==> src/hw/rtl/fat12cw_pkg.sv <==
// Shared types, codes and constants of the FAT12 cluster chain walker.
`default_nettype none

package fat12cw_pkg;

  localparam int FAT_BYTES_DEF = 8192;

  localparam logic [1:0] OP_LOAD  = 2'd0;
  localparam logic [1:0] OP_START = 2'd1;
  localparam logic [1:0] OP_ADV   = 2'd2;

  localparam logic [1:0] CFG_DATA_OFFSET   = 2'd0;
  localparam logic [1:0] CFG_CLUSTER_BYTES = 2'd1;
  localparam logic [1:0] CFG_CLUSTER_LIMIT = 2'd2;
  localparam logic [1:0] CFG_IMAGE_BYTES   = 2'd3;

  localparam logic [23:0] DATA_OFFSET_RST   = 24'd6144;
  localparam logic [15:0] CLUSTER_BYTES_RST = 16'd1024;
  localparam logic [11:0] CLUSTER_LIMIT_RST = 12'd354;
  localparam logic [23:0] IMAGE_BYTES_RST   = 24'd368640;

  localparam logic [11:0] END_MARK = 12'hFF8;

  typedef enum logic [2:0] {
    ST_ACK    = 3'd0,
    ST_GIVEN  = 3'd1,
    ST_END    = 3'd2,
    ST_HOPS   = 3'd3,
    ST_BEYOND = 3'd4,
    ST_IDLE   = 3'd5
  } status_t;

  typedef enum logic [2:0] {
    S_IDLE,
    S_LOAD,
    S_START,
    S_NONE,
    S_ADV1,
    S_ADV2,
    S_ADV3
  } state_t;

  typedef enum logic [1:0] {
    RK_LOAD,
    RK_START,
    RK_NONE,
    RK_ADV
  } res_kind_t;

  typedef struct packed {
    logic      latch;
    logic      adv1;
    logic      adv2;
    logic      emit;
    res_kind_t kind;
  } cmd_t;

  typedef struct packed {
    logic active;
    logic out_free;
  } sts_t;

endpackage

`default_nettype wire

==> src/hw/rtl/fat12cw_ctrl.sv <==
// Controller state machine that sequences each word through the datapath.
`default_nettype none

module fat12cw_ctrl (
  input  logic                clk,
  input  logic                rst,
  input  logic                item_valid,
  output logic                item_stall,
  input  logic [1:0]          op,
  input  fat12cw_pkg::sts_t   sts,
  output fat12cw_pkg::cmd_t   cmd
);

  fat12cw_pkg::state_t state;
  fat12cw_pkg::state_t state_next;

  always_ff @(posedge clk) begin
    if (rst) begin
      state <= fat12cw_pkg::S_IDLE;
    end else begin
      state <= state_next;
    end
  end

  always_comb begin
    state_next = state;
    cmd        = '0;
    cmd.kind   = fat12cw_pkg::RK_NONE;
    item_stall = 1'b1;
    case (state)
      fat12cw_pkg::S_IDLE: begin
        item_stall = 1'b0;
        if (item_valid) begin
          cmd.latch = 1'b1;
          case (op)
            fat12cw_pkg::OP_LOAD:  state_next = fat12cw_pkg::S_LOAD;
            fat12cw_pkg::OP_START: state_next = fat12cw_pkg::S_START;
            fat12cw_pkg::OP_ADV: begin
              state_next = sts.active ? fat12cw_pkg::S_ADV1 : fat12cw_pkg::S_NONE;
            end
            default:               state_next = fat12cw_pkg::S_NONE;
          endcase
        end
      end
      fat12cw_pkg::S_LOAD: begin
        cmd.kind = fat12cw_pkg::RK_LOAD;
        if (sts.out_free) begin
          cmd.emit   = 1'b1;
          state_next = fat12cw_pkg::S_IDLE;
        end
      end
      fat12cw_pkg::S_START: begin
        cmd.kind = fat12cw_pkg::RK_START;
        if (sts.out_free) begin
          cmd.emit   = 1'b1;
          state_next = fat12cw_pkg::S_IDLE;
        end
      end
      fat12cw_pkg::S_NONE: begin
        cmd.kind = fat12cw_pkg::RK_NONE;
        if (sts.out_free) begin
          cmd.emit   = 1'b1;
          state_next = fat12cw_pkg::S_IDLE;
        end
      end
      fat12cw_pkg::S_ADV1: begin
        cmd.adv1   = 1'b1;
        state_next = fat12cw_pkg::S_ADV2;
      end
      fat12cw_pkg::S_ADV2: begin
        cmd.adv2   = 1'b1;
        state_next = fat12cw_pkg::S_ADV3;
      end
      fat12cw_pkg::S_ADV3: begin
        cmd.kind = fat12cw_pkg::RK_ADV;
        if (sts.out_free) begin
          cmd.emit   = 1'b1;
          state_next = fat12cw_pkg::S_IDLE;
        end
      end
      default: begin
        state_next = fat12cw_pkg::S_IDLE;
      end
    endcase
  end

  // A word is taken only once before its result is produced.
  a_latch_once: assert property (@(posedge clk) disable iff (rst)
    cmd.latch |=> !cmd.latch)
    else $error("second word taken while one is in flight");

  // A result is never produced over one that still waits.
  a_emit_free: assert property (@(posedge clk) disable iff (rst)
    cmd.emit |-> sts.out_free)
    else $error("result produced while output register is full");

endmodule

`default_nettype wire

==> config.mk <==
export PLATFORM = sky130hd
export DESIGN_NAME = fat12cw_ctrl
export DESIGN_NICKNAME = d
export VERILOG_FILES = /design/src/hw/rtl/fat12cw_pkg.sv /design/src/hw/rtl/fat12cw_ctrl.sv
export SDC_FILE = /design/constraint.sdc
export NUM_CORES = 1
export LEC_CHECK = 0
export BUFFER_PORTS_ARGS = -buffer_cell sky130_fd_sc_hd__buf_2
export CAP_MARGIN = 20
export CELL_PAD_IN_SITES_DETAIL_PLACEMENT = 0
export CELL_PAD_IN_SITES_GLOBAL_PLACEMENT = 1
export CORE_AREA = 2 2 39 41
export CTS_CLUSTER_SIZE = 28
export DETAILED_ROUTE_END_ITERATION = 8
export DIE_AREA = 0 0 41 43
export PLACE_DENSITY = 0.52
export SLEW_MARGIN = 10
export SYNTH_ARGS = -nofsm -noshare
export SYNTH_HDL_FRONTEND = slang
export SYNTH_SLANG_ARGS = --single-unit
==> constraint.sdc <==
create_clock -name clk -period 1.3 [get_ports clk]
set_input_delay 0.26 -clock clk [delete_from_list [all_inputs] [get_ports clk]]
set_output_delay 0.26 -clock clk [all_outputs]
set_load 0.005 [all_outputs]
==> impl_metrics.toml <==
[critical_path]
critPathKind = "reg -> out"
crit-reg2reg-capture = "state[2]"
crit_path_start = "state[1]"
startpoint_type = "flop"
cp_data_required_time_ns = 1.04
slowest_delay_ns = 0.36
cells_along_the_critical_path = "or3_1 > buf_2"
ff2ff_setup_slack_ns = 0.10
rr_worst_depth = 5
crit-reg2reg-launch = "state[0]"
cp.arrival_ns = 1.07
crit_slowest_cell = "sky130_fd_sc_hd__dfxtp_4"
worst-path-max-fanout = 6
end_kind = "output pin"

[final_layout]
registers.top_by_ff_count = "state"
register_area_um2 = 68.8
antenna_cells_inserted = 0
num-nets-final = 61
fill_cells = 167
multi_input_area_um2 = 174
top_regs = "state x3"
final_core_utilization_pct = 30.2
largest_register_ffs = 3
layout_area_growth_over_synthesis_pct = 65.3
fraction_of_final_layout_cells_with_drive_strength_greater_than_1_pct = 54.7
stdcell_count = 69

[timing]
timing.final.crit_share_pct = 103
max_freq_mhz = 750
timing.final.setup_violations = 3
post_layout_worst_setup_margin_ns = -0.0337
slew_viol_final = 0
final_critical_path_required_period_ns = 1.33
slew_at_the_pin_closest_to_its_max_slew_limit_ns = 0.224
unrepaired_setup_endpoints_after_global_routing = "yes"
timing.max_slew.rel_slack_pct = 85.0
final.setup_skew_ns = 0.00472
whs_ns = 0.202
final-hold-violation-count = 0

[place]
hpwl_um = 465
dp_slack_ns = 0.102
placed_cells_incl_taps = 59
routabilityCongestion = 0.725
portBuffers = 13

[synth]
synth_seq_cells = 3
synth_sequential_area_ratio_pct = 23.8
ys.warnings.count = 0
synth_top_flop_cell = "sky130_fd_sc_hd__dfxtp_1"
yosys_top_cell_area_share_pct = 23.8
synth_enable_flop_cells = 0
synth_area_per_cell_um2 = 7.90
synth_most_common_cell = "sky130_fd_sc_hd__a21oi_1"
synth_top_cells_by_area = "sky130_fd_sc_hd__dfxtp_1 (24%), sky130_fd_sc_hd__a21oi_1 (9.9%), sky130_fd_sc_hd__nor4b_4 (9.4%)"
asyncSetResetFlopFracSynth_pct = 0
synth_cells = 32
number_of_distinct_library_cells_after_synthesis = 20
netlist_top_cells_count = "sky130_fd_sc_hd__a21oi_1 (5), sky130_fd_sc_hd__dfxtp_1 (3), sky130_fd_sc_hd__inv_1 (3), sky130_fd_sc_hd__nand2b_1 (3)"
synth.net_count = 39
synth.largest_area_cell = "sky130_fd_sc_hd__dfxtp_1"
post_synth_instance_area_um2 = 253

[routing]
drc_errors = 0
detailed_route_wire_length_um = 724
detail_route.vias_per_cell = 4.39
detail_route.wl_per_cell_um = 10.5
routed-via-count = 303
dr.pass1.iters = 4
detail-route-antenna-nets = 0
first_iter_violations = 6

[clock_network]
cts.hold.buffers_added = 0
cts_sinks = 3
clockRootBuffer = "sky130_fd_sc_hd__clkbuf_4"
cts_tree = "yes"
cts-buffers-inserted = 3
ctsLongestPathBuffers = 2
cts.reportedPaths.clkPinSlew_ns = 0.04
cts.htree.levels = 1
insertion_delay_ns = 0.23

[pwr]
total_power_consumption_of_the_routed_design_mw = 0.400
power.density_nw_per_um2 = 958
peakVddDrop_v = 0.000374
power_leakage_nw = 0.208

[global_routing]
number_of_global_route_vias_before_repair = 261
antenna_found_initial = 0
global_route.usage.total_pct = 8.63
met2_usage_pct = 12.5
grt_remaining_overflow = 0
met1_capacity_usage_during_global_routing_pct = 9.94
groute.layer.met3.usage_pct = 1.57
first_pass_grt_wire_length_um = 979
grt-busiest-layer = "met2"
grt_start_max_net_pins = 12

[worst_hold_path]
min-delay-start = "rst"
hold-path-endpoint = "state[0]"
worst_hold_path_type = "in -> reg"
holdPathStages = 2

[status]
violations_in_the_final_reports = "negative setup slack"
status = "finished with violations"

[floorplanning]
die_height_um = 43
core_area_um2 = 1380
io_pins = 14
std_cell_rows = 14
initial_utilization_pct = 18.3
die_area_um2 = 1760
die-width_um = 41

[run]
max_cap_viol_count = 0
[cells by family (layout without fill, tap and decap cells)]
| logic type | count (synthesis) | after routing | synth area share (%) |
|---|---|---|---|
| AO/OA/AOI/OAI | 10 | 10 | 22.8 |
| flip-flops | 3 | 3 | 23.8 |
| buffers and inverters | 5 | 26 | 11.9 |
| AND/OR/NAND/NOR | 14 | 14 | 41.6 |
[cell usage in the layout, fill, tap and decap left out]
| cell type | n |
|---|---|
| sky130_fd_sc_hd__a21o_1 | 1 |
| sky130_fd_sc_hd__nand4_1 | 1 |
| sky130_fd_sc_hd__a21oi_2 | 1 |
| sky130_fd_sc_hd__clkbuf_4 | 3 |
| sky130_fd_sc_hd__buf_6 | 2 |
| sky130_fd_sc_hd__clkbuf_1 | 1 |
| sky130_fd_sc_hd__nand2b_4 | 1 |
| sky130_fd_sc_hd__o21ai_1 | 1 |
| sky130_fd_sc_hd__nor2_1 | 2 |
| sky130_fd_sc_hd__dfxtp_4 | 2 |
| sky130_fd_sc_hd__nand3b_1 | 1 |
| sky130_fd_sc_hd__nand2_1 | 2 |
| sky130_fd_sc_hd__a21oi_1 | 4 |
| sky130_fd_sc_hd__buf_4 | 4 |
| sky130_fd_sc_hd__buf_2 | 13 |
| sky130_fd_sc_hd__nor4b_4 | 1 |
| sky130_fd_sc_hd__o2111ai_1 | 1 |
| sky130_fd_sc_hd__o21ai_0 | 1 |
| sky130_fd_sc_hd__nor3b_2 | 1 |
| sky130_fd_sc_hd__inv_1 | 3 |
| sky130_fd_sc_hd__nand2b_1 | 2 |
| sky130_fd_sc_hd__dfxtp_2 | 1 |
| sky130_fd_sc_hd__and3b_1 | 1 |
| sky130_fd_sc_hd__a31oi_1 | 1 |
| sky130_fd_sc_hd__or3_1 | 1 |
| sky130_fd_sc_hd__nor2b_1 | 1 |
[worst max-delay path: cells and delay by family (launching register included)]
family	cells	cell delay, ns
buffers and inverters	1	0.13
flip-flops	1	0.36
AND/OR/NAND/NOR	1	0.36
[where the power goes]
part	leakage [nW]	internal [mW]	total, mW	switching (mW)
Clock	0.0150	0.115	0.162	0.0475
Sequential	0.0264	0.0996	0.116	0.0161
Combinational	0.167	0.0746	0.122	0.0476
[how the worst max path moves through the flow]
stage	to	slack, ns
2_1_floorplan	item_stall	0.19
3_3_place_gp	cmd[5]	0.11
3_5_place_dp	cmd[1]	0.10
4_1_cts	item_stall	-0.07
5_1_grt	item_stall	-0.08
6_report	item_stall	-0.03
[area by class of cell]
class | count | share of cell area [%]
flip-flops and latches | 3 | 16.5
multi-input cells | 24 | 41.6
well taps | 16 | 4.79
inverters | 3 | 2.69
clock buffers | 4 | 6.29
repair buffers | 19 | 28.1
[per-stage QoR]
step / setup TNS (ns) / instance area (um2)
after floorplan: 0 / 253
after CTS: -0.135 / 369
after global placement: 0 / 319
after detailed placement: 0 / 319
final: -0.0741 / 418
after global routing: -0.270 / 418
[repair_timing]
item | 4_1_cts | 5_1_grt
buffers inserted | 2 | 4
gates resized for setup | 5 | 8
endpoints found under the setup margin | 7 | 5
pin swaps | 1 | 3
cloned | 0 | 0
[metal layers]
| layer | routed length, um | share of wire (%) | vias to the layer above |
|---|---|---|---|
| li1 | - | - | 157 |
| met2 | 373 | 52 | 7 |
| met5 | 0 | 0 | - |
| met4 | 0 | 0 | 0 |
| met1 | 320 | 44 | 139 |
| met3 | 30 | 4.1 | 0 |
(Power assumes the default switching activity.)
